File: config.mk
export PLATFORM = sky130hd
export DESIGN_NAME = rgb_to_hsv_pixel
export DESIGN_NICKNAME = d
export VERILOG_FILES = /design/src/hdl/rhsv_pkg.sv /design/src/hdl/rhsv_front.sv /design/src/hdl/rhsv_fifo.sv /design/src/hdl/rhsv_back.sv /design/src/hdl/rgb_to_hsv_pixel.sv
export SDC_FILE = /design/constraint.sdc
export NUM_CORES = 1
export LEC_CHECK = 0
export BUFFER_PORTS_ARGS = -buffer_cell sky130_fd_sc_hd__buf_2
export CAP_MARGIN = 5
export CORE_ASPECT_RATIO = 2
export CORE_MARGIN = 10
export CORE_UTILIZATION = 57
export CTS_CLUSTER_SIZE = 25
export DETAILED_ROUTE_END_ITERATION = 8
export GPL_TIMING_DRIVEN = 0
export PLACE_DENSITY = 0.8
export SETUP_SLACK_MARGIN = 0.05
export SYNTH_ARGS = -nofsm -noshare
export SYNTH_HDL_FRONTEND = slang
export SYNTH_SLANG_ARGS = --single-unit
File: constraint.sdc
create_clock -name clk_i -period 11.8 [get_ports clk_i]
set_clock_uncertainty 0.05 [all_clocks]
set_input_delay 2.36 -clock clk_i [delete_from_list [all_inputs] [get_ports clk_i]]
set_output_delay 2.36 -clock clk_i [all_outputs]
set_load 0.05 [all_outputs]
File: src/hdl/rhsv_pkg.sv
// Package for the RGB to HSV pixel converter: shared constants, the sector
// code and the work item passed from the front end to the divider pipeline.
// No dependencies.
package rhsv_pkg;

  localparam int unsigned ChanW = 8;
  localparam int unsigned HueW = 15;
  localparam int unsigned HueQW = 12;  // quotient bits of the hue division
  localparam int unsigned SatQW = 8;   // quotient bits of the saturation division
  localparam int unsigned NumStages = 6;  // divider stages, two quotient bits each
  localparam int unsigned SatStages = 4;
  localparam int unsigned FifoDepth = 4;
  localparam int unsigned FifoAw = $clog2(FifoDepth);

  localparam logic [HueW-1:0] HueRedOff = 15'd0;
  localparam logic [HueW-1:0] HueGreenOff = 15'd7680;
  localparam logic [HueW-1:0] HueBlueOff = 15'd15360;
  localparam logic [HueW-1:0] HueFull = 15'd23040;

  typedef enum logic [1:0] {
    SEC_RED   = 2'd0,
    SEC_GREEN = 2'd1,
    SEC_BLUE  = 2'd2
  } rhsv_sector_e;

  typedef struct packed {
    rhsv_sector_e     sector;
    logic             neg;    // hue difference term is negative
    logic [ChanW-1:0] mag;    // magnitude of the hue difference term
    logic [ChanW-1:0] delta;  // max - min
    logic [ChanW-1:0] maxc;   // largest channel
  } rhsv_work_t;

endpackage

File: src/hdl/rhsv_front.sv
// Front end of the RGB to HSV converter: accepts pixels, finds max, min,
// sector and hue difference term, and hands a work item to the queue.
// Depends on rhsv_pkg.
module rhsv_front import rhsv_pkg::*; (
  input  logic             clk_i,
  input  logic             rst_ni,
  input  logic             in_valid_i,
  output logic             in_ready_o,
  input  logic [ChanW-1:0] red_i,
  input  logic [ChanW-1:0] green_i,
  input  logic [ChanW-1:0] blue_i,
  output logic             out_valid_o,
  input  logic             out_ready_i,
  output rhsv_work_t       out_work_o
);

  logic       vld_q, vld_d;
  rhsv_work_t work_q, work_d;
  logic       load;
  logic [ChanW-1:0] minc;
  logic [ChanW:0]   diff;  // two's complement difference, one extra bit

  assign in_ready_o = !vld_q || out_ready_i;
  assign load = in_valid_i && in_ready_o;

  // Ties go to red first, then green.
  always_comb begin
    work_d = '0;
    if (red_i >= green_i && red_i >= blue_i) begin
      work_d.sector = SEC_RED;
      work_d.maxc = red_i;
      diff = {1'b0, green_i} - {1'b0, blue_i};
    end else if (green_i >= blue_i) begin
      work_d.sector = SEC_GREEN;
      work_d.maxc = green_i;
      diff = {1'b0, blue_i} - {1'b0, red_i};
    end else begin
      work_d.sector = SEC_BLUE;
      work_d.maxc = blue_i;
      diff = {1'b0, red_i} - {1'b0, green_i};
    end
    minc = red_i;
    if (green_i < minc) minc = green_i;
    if (blue_i < minc) minc = blue_i;
    work_d.delta = work_d.maxc - minc;
    work_d.neg = diff[ChanW];
    work_d.mag = diff[ChanW] ? ChanW'(-diff) : diff[ChanW-1:0];
  end

  always_comb begin
    vld_d = vld_q;
    if (load) begin
      vld_d = 1'b1;
    end else if (out_ready_i) begin
      vld_d = 1'b0;
    end
  end

  always_ff @(posedge clk_i or negedge rst_ni) begin
    if (!rst_ni) begin
      vld_q <= 1'b0;
    end else begin
      vld_q <= vld_d;
    end
  end

  always_ff @(posedge clk_i) begin
    if (load) begin
      work_q <= work_d;
    end
  end

  assign out_valid_o = vld_q;
  assign out_work_o = work_q;

endmodule

File: src/hdl/rhsv_fifo.sv
// Short queue of work items between the front end and the divider pipeline.
// Depends on rhsv_pkg.
module rhsv_fifo import rhsv_pkg::*; (
  input  logic       clk_i,
  input  logic       rst_ni,
  input  logic       push_valid_i,
  output logic       push_ready_o,
  input  rhsv_work_t push_work_i,
  output logic       pop_valid_o,
  input  logic       pop_ready_i,
  output rhsv_work_t pop_work_o
);

  rhsv_work_t        mem_q [FifoDepth];
  logic [FifoAw-1:0] wr_ptr_q, wr_ptr_d;
  logic [FifoAw-1:0] rd_ptr_q, rd_ptr_d;
  logic [FifoAw:0]   count_q, count_d;
  logic              push, pop;

  assign push_ready_o = (count_q != (FifoAw+1)'(FifoDepth));
  assign pop_valid_o = (count_q != '0);
  assign push = push_valid_i && push_ready_o;
  assign pop = pop_valid_o && pop_ready_i;
  assign pop_work_o = mem_q[rd_ptr_q];

  always_comb begin
    wr_ptr_d = push ? wr_ptr_q + 1'b1 : wr_ptr_q;
    rd_ptr_d = pop ? rd_ptr_q + 1'b1 : rd_ptr_q;
    count_d = count_q;
    if (push && !pop) begin
      count_d = count_q + 1'b1;
    end else if (pop && !push) begin
      count_d = count_q - 1'b1;
    end
  end

  always_ff @(posedge clk_i or negedge rst_ni) begin
    if (!rst_ni) begin
      wr_ptr_q <= '0;
      rd_ptr_q <= '0;
      count_q <= '0;
    end else begin
      wr_ptr_q <= wr_ptr_d;
      rd_ptr_q <= rd_ptr_d;
      count_q <= count_d;
    end
  end

  always_ff @(posedge clk_i) begin
    if (push) begin
      mem_q[wr_ptr_q] <= push_work_i;
    end
  end

endmodule

File: src/hdl/rhsv_back.sv
// Back end of the RGB to HSV converter: pipelined restoring dividers for hue
// and saturation, the hue offset and wrap, and the output register.
// Depends on rhsv_pkg.
module rhsv_back import rhsv_pkg::*; (
  input  logic             clk_i,
  input  logic             rst_ni,
  input  logic             in_valid_i,
  output logic             in_ready_o,
  input  rhsv_work_t       in_work_i,
  output logic             out_valid_o,
  input  logic             out_ready_i,
  output logic [HueW-1:0]  hue_o,
  output logic [ChanW-1:0] sat_o,
  output logic [ChanW-1:0] bri_o
);

  // One restoring step: shift in a numerator bit, subtract when it fits.
  // Returns {quotient bit, new remainder}.
  function automatic logic [ChanW:0] div_step(input logic [ChanW-1:0] rem,
                                              input logic nbit,
                                              input logic [ChanW-1:0] den);
    logic [ChanW:0] t;
    logic [ChanW:0] s;
    t = {rem, nbit};
    s = t - {1'b0, den};
    if (t >= {1'b0, den}) begin
      return {1'b1, s[ChanW-1:0]};
    end
    return {1'b0, t[ChanW-1:0]};
  endfunction

  logic en;

  // Stage registers.
  logic             vld_q [NumStages];
  rhsv_work_t       wk_q  [NumStages];
  logic [ChanW-1:0] hr_q  [NumStages];
  logic [HueQW-1:0] hq_q  [NumStages];
  logic [HueQW-1:0] hn_q  [NumStages];
  logic [ChanW-1:0] sr_q  [NumStages];
  logic [SatQW-1:0] sq_q  [NumStages];
  logic [SatQW-1:0] sn_q  [NumStages];

  // Stage inputs and next values.
  logic             vld_in [NumStages];
  rhsv_work_t       wk_in  [NumStages];
  logic [ChanW-1:0] hr_in  [NumStages];
  logic [HueQW-1:0] hq_in  [NumStages];
  logic [HueQW-1:0] hn_in  [NumStages];
  logic [ChanW-1:0] sr_in  [NumStages];
  logic [SatQW-1:0] sq_in  [NumStages];
  logic [SatQW-1:0] sn_in  [NumStages];
  logic [ChanW-1:0] hr_d   [NumStages];
  logic [HueQW-1:0] hq_d   [NumStages];
  logic [ChanW-1:0] sr_d   [NumStages];
  logic [SatQW-1:0] sq_d   [NumStages];

  logic [HueQW+ChanW-1:0] hue_num;  // 3840 * mag
  logic [SatQW+ChanW-1:0] sat_num;  // 255 * delta

  logic             out_vld_q;
  logic [HueW-1:0]  hue_q, hue_d;
  logic [ChanW-1:0] sat_q, sat_d;
  logic [ChanW-1:0] bri_q;

  assign en = !out_vld_q || out_ready_i;
  assign in_ready_o = en;

  assign hue_num = {in_work_i.mag, 12'd0} - {4'd0, in_work_i.mag, 8'd0};
  assign sat_num = {in_work_i.delta, 8'd0} - {8'd0, in_work_i.delta};

  always_comb begin
    // The upper numerator bits are already below the divisor.
    vld_in[0] = in_valid_i;
    wk_in[0] = in_work_i;
    hr_in[0] = hue_num[HueQW+ChanW-1:HueQW];
    hq_in[0] = '0;
    hn_in[0] = hue_num[HueQW-1:0];
    sr_in[0] = sat_num[SatQW+ChanW-1:SatQW];
    sq_in[0] = '0;
    sn_in[0] = sat_num[SatQW-1:0];
    for (int k = 1; k < NumStages; k++) begin
      vld_in[k] = vld_q[k-1];
      wk_in[k] = wk_q[k-1];
      hr_in[k] = hr_q[k-1];
      hq_in[k] = hq_q[k-1];
      hn_in[k] = hn_q[k-1];
      sr_in[k] = sr_q[k-1];
      sq_in[k] = sq_q[k-1];
      sn_in[k] = sn_q[k-1];
    end
  end

  always_comb begin
    logic [ChanW:0] st;
    for (int k = 0; k < NumStages; k++) begin
      hr_d[k] = hr_in[k];
      hq_d[k] = hq_in[k];
      sr_d[k] = sr_in[k];
      sq_d[k] = sq_in[k];
      for (int j = 0; j < 2; j++) begin
        st = div_step(hr_d[k], hn_in[k][HueQW-1-2*k-j], wk_in[k].delta);
        hr_d[k] = st[ChanW-1:0];
        hq_d[k] = {hq_d[k][HueQW-2:0], st[ChanW]};
      end
    end
    // Saturation needs fewer quotient bits; the later stages only carry it.
    for (int k = 0; k < SatStages; k++) begin
      for (int j = 0; j < 2; j++) begin
        st = div_step(sr_d[k], sn_in[k][SatQW-1-2*k-j], wk_in[k].maxc);
        sr_d[k] = st[ChanW-1:0];
        sq_d[k] = {sq_d[k][SatQW-2:0], st[ChanW]};
      end
    end
  end

  always_ff @(posedge clk_i or negedge rst_ni) begin
    if (!rst_ni) begin
      for (int k = 0; k < NumStages; k++) begin
        vld_q[k] <= 1'b0;
      end
      out_vld_q <= 1'b0;
    end else if (en) begin
      for (int k = 0; k < NumStages; k++) begin
        vld_q[k] <= vld_in[k];
      end
      out_vld_q <= vld_q[NumStages-1];
    end
  end

  always_ff @(posedge clk_i) begin
    if (en) begin
      for (int k = 0; k < NumStages; k++) begin
        wk_q[k] <= wk_in[k];
        hr_q[k] <= hr_d[k];
        hq_q[k] <= hq_d[k];
        hn_q[k] <= hn_in[k];
        sr_q[k] <= sr_d[k];
        sq_q[k] <= sq_d[k];
        sn_q[k] <= sn_in[k];
      end
      hue_q <= hue_d;
      sat_q <= sat_d;
      bri_q <= wk_q[NumStages-1].maxc;
    end
  end

  // Final hue: negative terms round toward minus infinity, so the quotient
  // magnitude rounds up; a negative sum wraps by a full circle.
  always_comb begin
    rhsv_work_t       wl;
    logic [HueW-1:0]  off;
    logic [HueQW:0]   qc;
    logic signed [HueW+1:0] hs;
    wl = wk_q[NumStages-1];
    qc = {1'b0, hq_q[NumStages-1]} +
         (HueQW+1)'(wl.neg && (hr_q[NumStages-1] != '0));
    case (wl.sector)
      SEC_RED:   off = HueRedOff;
      SEC_GREEN: off = HueGreenOff;
      SEC_BLUE:  off = HueBlueOff;
      default:   off = HueRedOff;
    endcase
    if (wl.neg) begin
      hs = $signed({2'b00, off}) - $signed({4'b0000, qc});
    end else begin
      hs = $signed({2'b00, off}) + $signed({4'b0000, qc});
    end
    if (hs < 0) begin
      hs = hs + $signed({2'b00, HueFull});
    end
    hue_d = hs[HueW-1:0];
    sat_d = sq_q[NumStages-1];
    // Gray and black pixels have no hue and no saturation.
    if (wl.delta == '0) begin
      hue_d = '0;
      sat_d = '0;
    end
  end

  assign out_valid_o = out_vld_q;
  assign hue_o = hue_q;
  assign sat_o = sat_q;
  assign bri_o = bri_q;

endmodule

File: src/hdl/rgb_to_hsv_pixel.sv
// Top level of the RGB to HSV pixel converter.
// Depends on rhsv_pkg, rhsv_front, rhsv_fifo and rhsv_back.
//
// Converts one 8-bit RGB pixel per request into hue, saturation and value.
// Value (brightness) is the largest channel. Saturation is
// floor(255 * (max - min) / max), zero for black or gray pixels. Hue is in
// units of 1/64 degree (0 to 23039); the sector is chosen with red winning
// ties over green and green over blue, the difference term is scaled by
// 3840 / (max - min) with rounding toward minus infinity, the sector offset
// (0, 7680 or 15360) is added and a negative hue wraps by 23040. Gray pixels
// give a hue of zero. The block keeps no state between pixels. With no
// back-pressure it sustains one pixel per clock: the front end registers the
// classified pixel, a four-entry queue decouples it from the back end, and
// the back end runs a six-stage restoring divider for hue beside a
// four-stage one for saturation, each producing two quotient bits per stage,
// followed by an output register. While a result waits at the output the
// whole back end pipeline holds still, so the input is blocked once the
// queue and the front end register are full.
module rgb_to_hsv_pixel import rhsv_pkg::*; (
  input  logic        clk_i,
  input  logic        rst_ni,
  input  logic        s_axis_tvalid_i,
  output logic        s_axis_tready_o,
  input  logic [23:0] s_axis_tdata_i,   // red [7:0], green [15:8], blue [23:16]
  output logic        m_axis_tvalid_o,
  input  logic        m_axis_tready_i,
  output logic [31:0] m_axis_tdata_o    // hue [14:0], saturation [22:15],
                                        // brightness [30:23], zero [31]
);

  logic             fr_valid, fr_ready;
  rhsv_work_t       fr_work;
  logic             bk_valid, bk_ready;
  rhsv_work_t       bk_work;
  logic [HueW-1:0]  hue;
  logic [ChanW-1:0] sat;
  logic [ChanW-1:0] bri;

  rhsv_front u_front (
    .clk_i       (clk_i),
    .rst_ni      (rst_ni),
    .in_valid_i  (s_axis_tvalid_i),
    .in_ready_o  (s_axis_tready_o),
    .red_i       (s_axis_tdata_i[7:0]),
    .green_i     (s_axis_tdata_i[15:8]),
    .blue_i      (s_axis_tdata_i[23:16]),
    .out_valid_o (fr_valid),
    .out_ready_i (fr_ready),
    .out_work_o  (fr_work)
  );

  rhsv_fifo u_fifo (
    .clk_i        (clk_i),
    .rst_ni       (rst_ni),
    .push_valid_i (fr_valid),
    .push_ready_o (fr_ready),
    .push_work_i  (fr_work),
    .pop_valid_o  (bk_valid),
    .pop_ready_i  (bk_ready),
    .pop_work_o   (bk_work)
  );

  rhsv_back u_back (
    .clk_i       (clk_i),
    .rst_ni      (rst_ni),
    .in_valid_i  (bk_valid),
    .in_ready_o  (bk_ready),
    .in_work_i   (bk_work),
    .out_valid_o (m_axis_tvalid_o),
    .out_ready_i (m_axis_tready_i),
    .hue_o       (hue),
    .sat_o       (sat),
    .bri_o       (bri)
  );

  // The top bit is padding to a whole byte.
  assign m_axis_tdata_o = {1'b0, bri, sat, hue};

endmodule

# After elaboration in Yosys (flattened, before gate mapping)
# Memory sizes are Yosys's and may differ from the RTL's. A register that Yosys moved wholly into a read port is not among the register bits.
# Cells that the tools add are included.
dict set report word_totals {
  mem_count 8
  reg_bits 65
  word_cells 187
  mem_bits_rw 606
  output_inout_bits 34
}
dict set report classes {
  n_mux 79
  n_addsub 35
  n_eq_ne 3
  n_reduce_logical 18
  n_lt_le_gt_ge 26
}
# memory words word_bits rd rd_ports_with_merged_regs wr line_no
set mem_list {}
lappend mem_list {u_back.wk_q 6 27 6 0 6 rhsv_back.sv:36} ;# rhsv_work_t wk_q [NumStages];
lappend mem_list {u_fifo.mem_q 4 27 1 0 1 rhsv_fifo.sv:14} ;# rhsv_work_t mem_q [FifoDepth];
lappend mem_list {u_back.hn_q 6 12 5 0 6 rhsv_back.sv:39} ;# logic [HueQW-1:0] hn_q [NumStages];
lappend mem_list {u_back.hq_q 6 12 6 0 6 rhsv_back.sv:38} ;# logic [HueQW-1:0] hq_q [NumStages];
lappend mem_list {u_back.hr_q 6 8 6 0 6 rhsv_back.sv:37} ;# logic [ChanW-1:0] hr_q [NumStages];
lappend mem_list {u_back.sn_q 6 8 5 0 6 rhsv_back.sv:42} ;# logic [SatQW-1:0] sn_q [NumStages];
lappend mem_list {{+2 memories} n/a n/a n/a n/a n/a n/a}
# cell count
set op_table {}
lappend op_table {{2-to-1 mux 9 bit} 42}
lappend op_table {{>= comparator 9 x 8 -> 1 bit} 20}
lappend op_table {{subtractor 8 bit} 21}
lappend op_table {{2-to-1 mux 8 bit} 5}
lappend op_table {{case mux 14 bit (2 select lines)} 1}
lappend op_table {{subtractor 8 x 8 -> 9 bit} 3}
lappend op_table {{2-to-1 mux 1 bit} 26}
lappend op_table {{>= comparator 8 bit} 3}
lappend op_table {{subtractor 20 x 16 -> 20 bit} 1}
lappend op_table {{< comparator 17 x 1 -> 1 bit, second input constant} 1}
lappend op_table {{2-to-1 mux 17 bit} 1}
lappend op_table {{< comparator 8 bit} 2}
lappend op_table {{subtractor 16 x 8 -> 16 bit} 1}
lappend op_table {{adder 14 x 13 -> 15 bit} 1}
lappend op_table {{adder 15 bit, second input constant} 1}
lappend op_table {{2-to-1 mux 15 bit} 1}
lappend op_table {{subtractor 14 x 13 -> 15 bit} 1}
lappend op_table {{adder 12 x 1 -> 13 bit} 1}
lappend op_table {{zero test 8 bit} 1}
lappend op_table {{negation 8 bit} 1}
lappend op_table {{nonzero test 8 bit} 1}
lappend op_table {{logical AND 1 bit} 7}
lappend op_table {{2-to-1 mux 3 bit} 2}
lappend op_table {{adder 2 x 1 -> 2 bit, second input constant} 2}
lappend op_table {{other kinds (10)} 15}

# Depth between registers and ports, before layout
# Gate-level depths: netlist (run 1).
# An unclocked memory read counts as a cell.
dict set report depth {
  word_depth 8
  depth_mapped 29
}

# Cells and area by module
# A second synthesis (run 1) with hierarchy kept.
dict set report unflattened {
  cells_unflattened 2196
  hier_area_um2 26736.9
}
# module n_inst seq_area_each_um2 cells_per_inst area_each_um2
set by_module_without_submodules {}
lappend by_module_without_submodules {rhsv_back 1 9364.0 1616 18953.2}
lappend by_module_without_submodules {rhsv_fifo 1 3418.3 176 4315.4}
lappend by_module_without_submodules {rhsv_front 1 835.8 402 3457.1}
lappend by_module_without_submodules {rgb_to_hsv_pixel 1 0.0 2 11.3}

# Worst setup path before layout (run 1)
# Ideal clock, no wire load.
dict set report synth_timing {
  path_type {input to register}
  startpoint {input m_axis_tready_i}
  endpoint {register u_fifo.count_q[1]}
  stages 8
  path_slack_ns -1.220
  n_path_buf 1
  setup_ns 0.125
  arrival_ns 12.845
  required_time_ns 11.625
  cell_sequence {nand2b_1 > clkbuf_1 > o31a_1 > inv_1 > ha_1 > inv_1 > fa_1 > mux2_2}
}
dict set report synth_between {
  elab_chain_len 5
  elab_cells_between_ends 7
}
# element line_no
set synth_rtl {}
lappend synth_rtl {{start, declared} rgb_to_hsv_pixel.sv:26} ;# input logic m_axis_tready_i,
lappend synth_rtl {{logical OR 1 bit} rhsv_back.sv:66} ;# assign en = !out_vld_q || out_ready_i;
lappend synth_rtl {{logical AND 1 bit} rhsv_fifo.sv:23} ;# assign pop = pop_valid_o && pop_ready_i;
lappend synth_rtl {{zero test 1 bit} rhsv_fifo.sv:30} ;# if (push && !pop) begin
lappend synth_rtl {{logical AND 1 bit} rhsv_fifo.sv:30}
lappend synth_rtl {{2-to-1 mux 3 bit} rhsv_fifo.sv:30}
lappend synth_rtl {{named net u_fifo.count_d[1]} rhsv_fifo.sv:17} ;# logic [FifoAw:0] count_q, count_d;
lappend synth_rtl {{end signal, assigned} rhsv_fifo.sv:45} ;# count_q <= count_d;
lappend synth_rtl {{end, declared} rhsv_fifo.sv:17}
# The timed path passes the listed nets, and every way through them passes these cells.
# A chain may end at the register's enable or synchronous reset.

==> results of run 1 <==
[final timing paths]
check	to	cells past startpoint	from
worst max-delay path	u_back.sr_q[0][1]$_DFFE_PN_	29	u_fifo.rd_ptr_q[1]$_DFFE_PN0P_
worst min-delay path	u_back.sq_q[3][5]$_DFFE_PN_	0	u_back.sq_q[2][3]$_DFFE_PN_
worst max register to register	u_back.sr_q[0][1]$_DFFE_PN_	29	u_fifo.rd_ptr_q[1]$_DFFE_PN0P_
worst min register to register	u_back.sq_q[3][5]$_DFFE_PN_	0	u_back.sq_q[2][3]$_DFFE_PN_
max in group asynchronous	u_fifo.count_q[1]$_DFFE_PN0P_	1	rst_ni
min in group asynchronous	u_back.vld_q[0]$_DFFE_PN0N_	1	rst_ni
[layer usage]
| layer | GRT usage, % | share of wire, % | vias to the layer above |
|---|---|---|---|
| met5 | 0 | 0 | - |
| met1 | 16.5 | 29 | 8012 |
| met2 | 42.7 | 59 | 396 |
| met4 | 17.0 | 8.9 | 0 |
| met3 | 2.39 | 2.9 | 214 |
| li1 | - | - | 7948 |
[stage by stage]
stage,hold slack (ns),area [sq um],worst slack (ns)
finish,0.368,28700,3.56
global route,0.372,28700,3.00
CTS,0.367,28700,3.53
detailed placement,0.355,27300,3.41
global placement,0.350,27100,2.31
floorplan,0.350,26100,3.68
[critical path: cells and delay by family (launching register included)]
family,cells,cell delay (ns)
AO/OA/AOI/OAI,12,2.83
XOR/XNOR,1,0.24
adder cells (fa/ha/maj),3,0.83
buffers and inverters,4,0.99
flip-flops,1,0.33
multiplexers,2,0.86
AND/OR/NAND/NOR,7,1.85
[cell type report]
type	count	area [sq um]	area share, %
Buffer	31	148	0.515
Multi-Input combinational cell	1421	11600	40.4
Clock inverter	25	335	1.17
Clock buffer	47	1050	3.66
Tap cell	560	701	2.45
Sequential cell	456	13600	47.5
Inverter	202	758	2.65
Timing Repair Buffer	66	465	1.62
[kinds of logic after synthesis]
family | share of synthesized area (%)
buffers and inverters | 3.43
AOI/OAI and AO/OA | 9.19
muxes | 8.96
DFF | 52.2
and+or+nand+nor | 8.91
xor gates and xnor gates | 5.14
adders and majority gates | 12.2
other | 0.0144
[sequential cells by signal, summed over array words and instances (netlist names), 2 cells and up]
register / flops
u_back.sat_o: 8
u_back.hr_q: 48
u_back.bri_o: 8
u_back.vld_in: 5
u_back.sr_q: 24
u_back.sn_q: 10
u_fifo.rd_ptr_q: 2
u_front.out_work_o: 27
u_back.sq_q: 36
u_back.wk_q: 114
u_fifo.mem_q: 108
u_back.hue_o: 15
u_fifo.wr_ptr_q: 2
u_fifo.count_q: 3
u_back.hq_q: 42
[synthesized netlist by cell type (8+ instances only)]
master / count
or3_1: 13
and3_1: 12
o31ai_1: 8
mux2_4: 8
o21ai_1: 20
a21boi_1: 8
nand2_1: 93
nand4_1: 24
xor2_1: 61
dfrtp_1: 15
nand3_1: 25
clkbuf_1: 24
ha_1: 220
mux2i_1: 30
mux2_2: 109
a21o_1: 50
edfxtp_1: 441
o21ai_0: 89
a21oi_1: 101
a21boi_0: 9
a211oi_1: 8
nor2_1: 140
inv_1: 200
xnor2_1: 92
nor2b_1: 56
a31oi_1: 10
mux4_2: 26
o21a_1: 20
fa_1: 21
nor3_1: 29
o21bai_1: 8
or2_2: 12
nand2b_1: 25
and2_1: 12
==> results.md, run 1 <==
- Total die area: ~55,000 sq um
- # setup viols final: 0
- Seq/Total Area, Yosys: between 50% and 60%
- Final WL: approximately 57,000 um
- Core Region: about 45,000 sq um
- Reg2reg setup slack: approximately 3.6 ns
- Slew headroom: between 10% and 20%
- Most frequent cells in the layout: edfxtp_1, ha_1, inv_1
- Drt drc: 0
- Initial antenna violation count: 0
- First-pass GRT wire length: between 90,000 and 100,000 um
- Max-cap violation count: 0
- Nets@finish: about 2,500
- Share of the synthesized area in the top cell type: just over 50%
- CTS sink count: between 400 and 500
- Clock-pin slew on the worst setup and hold paths: roughly 0.07 ns
- Syn_nets: approximately 2,400
- Row cnt: 110
- Achievable frequency: roughly 120 MHz
- Final period util: about 70%
- Ys async rst share: about 3.3%
- CP required: 12.05 ns
- Final setup TNS: 0 ns
- Clock buffer count from CTS: 39
- Number of flops mapped to enable cells by yosys: approximately 440
- Seq cells post-synth: between 400 and 500
- CTS max path bufs: 3
- Iter 0 DRT Violations: about 890
- DP HPWL: 43,900 um
- I/O Buffers: 60
- CTS tree: yes
- HP Class: flop to flop
- Hold Fails Final Rpt: 0
- Critical path data arrival time: ~8.5 ns
- Synth unique cells: 76
- Setup bufs post-CTS: 0
- Vias post-DR: 16,600
- Area Overhead vs Synth: 9.81%
- Final ANT Viol Nets: 0
- Drt via density: between 5 and 6
- DRT Pass-1 Iters: 5
- Area leader, netlist: edfxtp_1
- Gpl congestion: approximately 1
- Most common cell after layout, fill and taps aside: edfxtp_1
- Status: completed
- Crit path max fanout: 10
- Avg WL per Cell: slightly above 20 um
- Die Y: about 320 um
- CP Launch Type: flop
- Post-layout util: 63.5%
- Most frequent CP cell: a21oi_1
- Hold buffer count at cts: 0
- Commonest register cell after synthesis: edfxtp_1
- RSZ-0062 raised after global routing: no
- Minimum clock period: around 8.2 ns
- Clk Latency, worst-skew pair: about 0.56 ns
- Yosys warnings: 0
- Syn Area/Cell: between 10 and 15 sq um
- Placed insts: 2,736
- CTS root buf: clkbuf_16
- Critical Path Sink Type: flop
- Final std cells w/o fill: ~2,800
- Mapped Cells: 2,110
- Synthesized area: between 20,000 and 30,000 sq um
- Total track usage: a little over a fifth
- CP max-delay cell: clkbuf_1
- Crit path largest cell delay: 0.59 ns
- Top cells by area, synth: edfxtp_1, ha_1, mux2_2
- Critical path class: flop to flop
- CTS H-Tree Depth: 2
- Diode count: 0
- Actual slew at the worst max-slew pin: 1.25 ns
- Initial Util: 57.8%
- Max-slew violation count: 0
- Largest net degree at the start of global routing: about 120
- Fill cells: 3,362
- Share of cells above drive strength 1: 13.8%
- Gates resized, CTS repair: 0
- Num ports: between 60 and 70
- Vias in the first global route: 18,100
- DIE WIDTH: approximately 170 um
- GRT overflow: 0
Power of run 1 is left out: the tool's default activity adds up to more than one toggle a clock period on the data nets, which glitch-free logic cannot reach.
==> inputs of run 2 (changes only) <==
clock period = 7.2 ns   (was 11.8 ns; I/O delays follow)
==> run 2 against run 1 <==
  * The flow now finishes with violations (capacitance limit, slew limit)
  * Wire length down 1.0%
  * Sequential cell count unchanged
  * First-iteration DRC count down 6.6%
  * Via count down 0.25%
  * Clock-buffer cell count down 3
  * Sequential share of layout area about the same
  * Non-clock buffer count up 2
  * Die area unchanged
  * Global-route usage down 0.43 points
  * Critical path depth unchanged
  * Final cell count unchanged
  * Final area about the same
  * Largest cell class unchanged
==> results.md, run 2 (synthesized netlist as in run 1, its figures left out) <==
- # setup viols final: 0
- Avg WL per Cell: 20.1 um
- M2 GR Usage: 42.3%
- CP max-delay cell: mux4_2
- Row cnt: 110
- Placed insts: approximately 2,700
- Clock buffer count from CTS: 39
- CTS sink count: approximately 460
- Violated checks: capacitance limit, slew limit
- CTS root buf: clkbuf_16
- I/O Buffers: 60
- RSZ-0062 raised after global routing: yes
- Vias post-DR: 16,500
- First-pass GRT wire length: between 80,000 and 90,000 um
- Hold Fails Final Rpt: 0
- Critical Path Sink Type: flop
- Diode count: 0
- GRT overflow: 0
- Final std cells w/o fill: approximately 2,800
- Nets@finish: roughly 2,500
- Core Region: 45,100 sq um
- Final ANT Viol Nets: 0
- CTS tree: yes
- Initial Util: 57.8%
- Clk Latency, worst-skew pair: 0.56 ns
- CP Launch Type: flop
- Critical path class: flop to flop
- Most frequent cells in the layout: edfxtp_1, ha_1, inv_1
- Largest registers: u_back.wk_q: 114 flops, u_fifo.mem_q: 108 flops, u_back.hr_q: 48 flops
- Status: finished with violations
- Total track usage: 20.5%
- Slew headroom: -0.677%
- CTS H-Tree Depth: 2
- HP Class: flop to flop
- DP HPWL: between 40,000 and 50,000 um
- Num ports: 62
- Max FFs per register: around 110
- Crit path max fanout: 10
- Crit path largest cell delay: 0.57 ns
- Die Y: roughly 320 um
- Max-slew violation count: 1
- Top reg by flops: u_back.wk_q
- Critical path data arrival time: slightly above 7 ns
- Drt drc: 0
- Met3 Usage GRT: between 2 and 2.5%
- Achievable frequency: about 150 MHz
- M1 GR Usage: ~16%
- Max-cap violation count: 1
- Vias in the first global route: roughly 18,000
- CP required: around 7.5 ns
- Final WL: about 56,000 um
- Most common cell after layout, fill and taps aside: edfxtp_1
- Share of cells above drive strength 1: about 15%
- Final period util: between 90% and 100%
- Initial antenna violation count: 0
- Min-Delay Path Depth: 0
- Minimum clock period: just under 7 ns
- Actual slew at the worst max-slew pin: 1.47 ns
- Area Overhead vs Synth: 9.90%
- Drt via density: a little under 6
- Gpl congestion: a little over 1
- CTS max path bufs: 3
- GR peak layer: met2
- Largest net degree at the start of global routing: 168
- Iter 0 DRT Violations: around 830
- Clock-pin slew on the worst setup and hold paths: 0.07 ns
- FF-to-FF path depth: 29
- DRT Pass-1 Iters: 5
- Hold buffer count at cts: 0
- Total die area: 55,300 sq um
- Post-layout util: roughly 64%
- DIE WIDTH: approximately 170 um
==> run 2: what timing repair did <==
| item | 4_1_cts | 5_1_grt |
|---|---|---|
| gates resized for setup | 18 | 14 |
| buffers inserted | 3 | 1 |
| pin swaps | 1 | 2 |
| endpoints found under the setup margin | 18 | 19 |
==> run 2: metal layers <==
| metal | share of wire (%) | routed length (um) |
|---|---|---|
| met1 | 30 | 16800 |
| met2 | 59 | 33300 |
| met5 | 0 | 0 |
| met4 | 8.2 | 4630 |
| met3 | 2.8 | 1570 |
==> run 2: through the flow <==
step                setup WS, ns  hold WS [ns]  setup TNS, ns  area (sq um)
CTS                       0.0601         0.352              0         28600
floorplan                  0.528         0.350              0         26100
detailed placement        -0.996         0.355         -12.96         27300
finish                     0.380         0.355              0         28700
global route             0.00965         0.365              0         28700
global placement          -0.819         0.350          -8.85         27100
==> run 2: layout make-up <==
| class | instances | area, sq um |
|---|---|---|
| Buffer | 30 | 166 |
| Clock buffer | 44 | 1040 |
| Clock inverter | 26 | 240 |
| Fill cell | 3355 | 16500 |
| Multi-Input combinational cell | 1421 | 11700 |
| Inverter | 202 | 762 |
| Sequential cell | 456 | 13600 |
| Timing Repair Buffer | 69 | 468 |
| Tap cell | 560 | 701 |
==> run 2: worst paths after layout <==
check | start | end | slack, ns
worst max-delay path | u_fifo.rd_ptr_q[0]$_DFFE_PN0P_ | u_back.sr_q[0][6]$_DFFE_PN_ | 0.38
min in group asynchronous | rst_ni | u_back.out_valid_o$_DFFE_PN0N_ | 0.73
worst min-delay path | u_back.sn_q[0][2]$_DFFE_PN_ | u_back.sn_q[1][2]$_DFFE_PN_ | 0.36
worst max register to register | u_fifo.rd_ptr_q[0]$_DFFE_PN0P_ | u_back.sr_q[0][6]$_DFFE_PN_ | 0.38
max in group asynchronous | rst_ni | u_fifo.rd_ptr_q[0]$_DFFE_PN0P_ | 6.10
worst min register to register | u_back.sn_q[0][2]$_DFFE_PN_ | u_back.sn_q[1][2]$_DFFE_PN_ | 0.36
==> run 2: worst max-delay path: cells and delay by family, from the launching register on <==
kind	cells	cell delay [ns]
flops	1	0.41
buf+inv	4	0.50
fa+ha+maj	3	0.74
simple gates	7	1.56
compound gates	12	2.22
xor+xnor	1	0.17
mux	2	0.90
Power of run 2 is left out for the same reason.
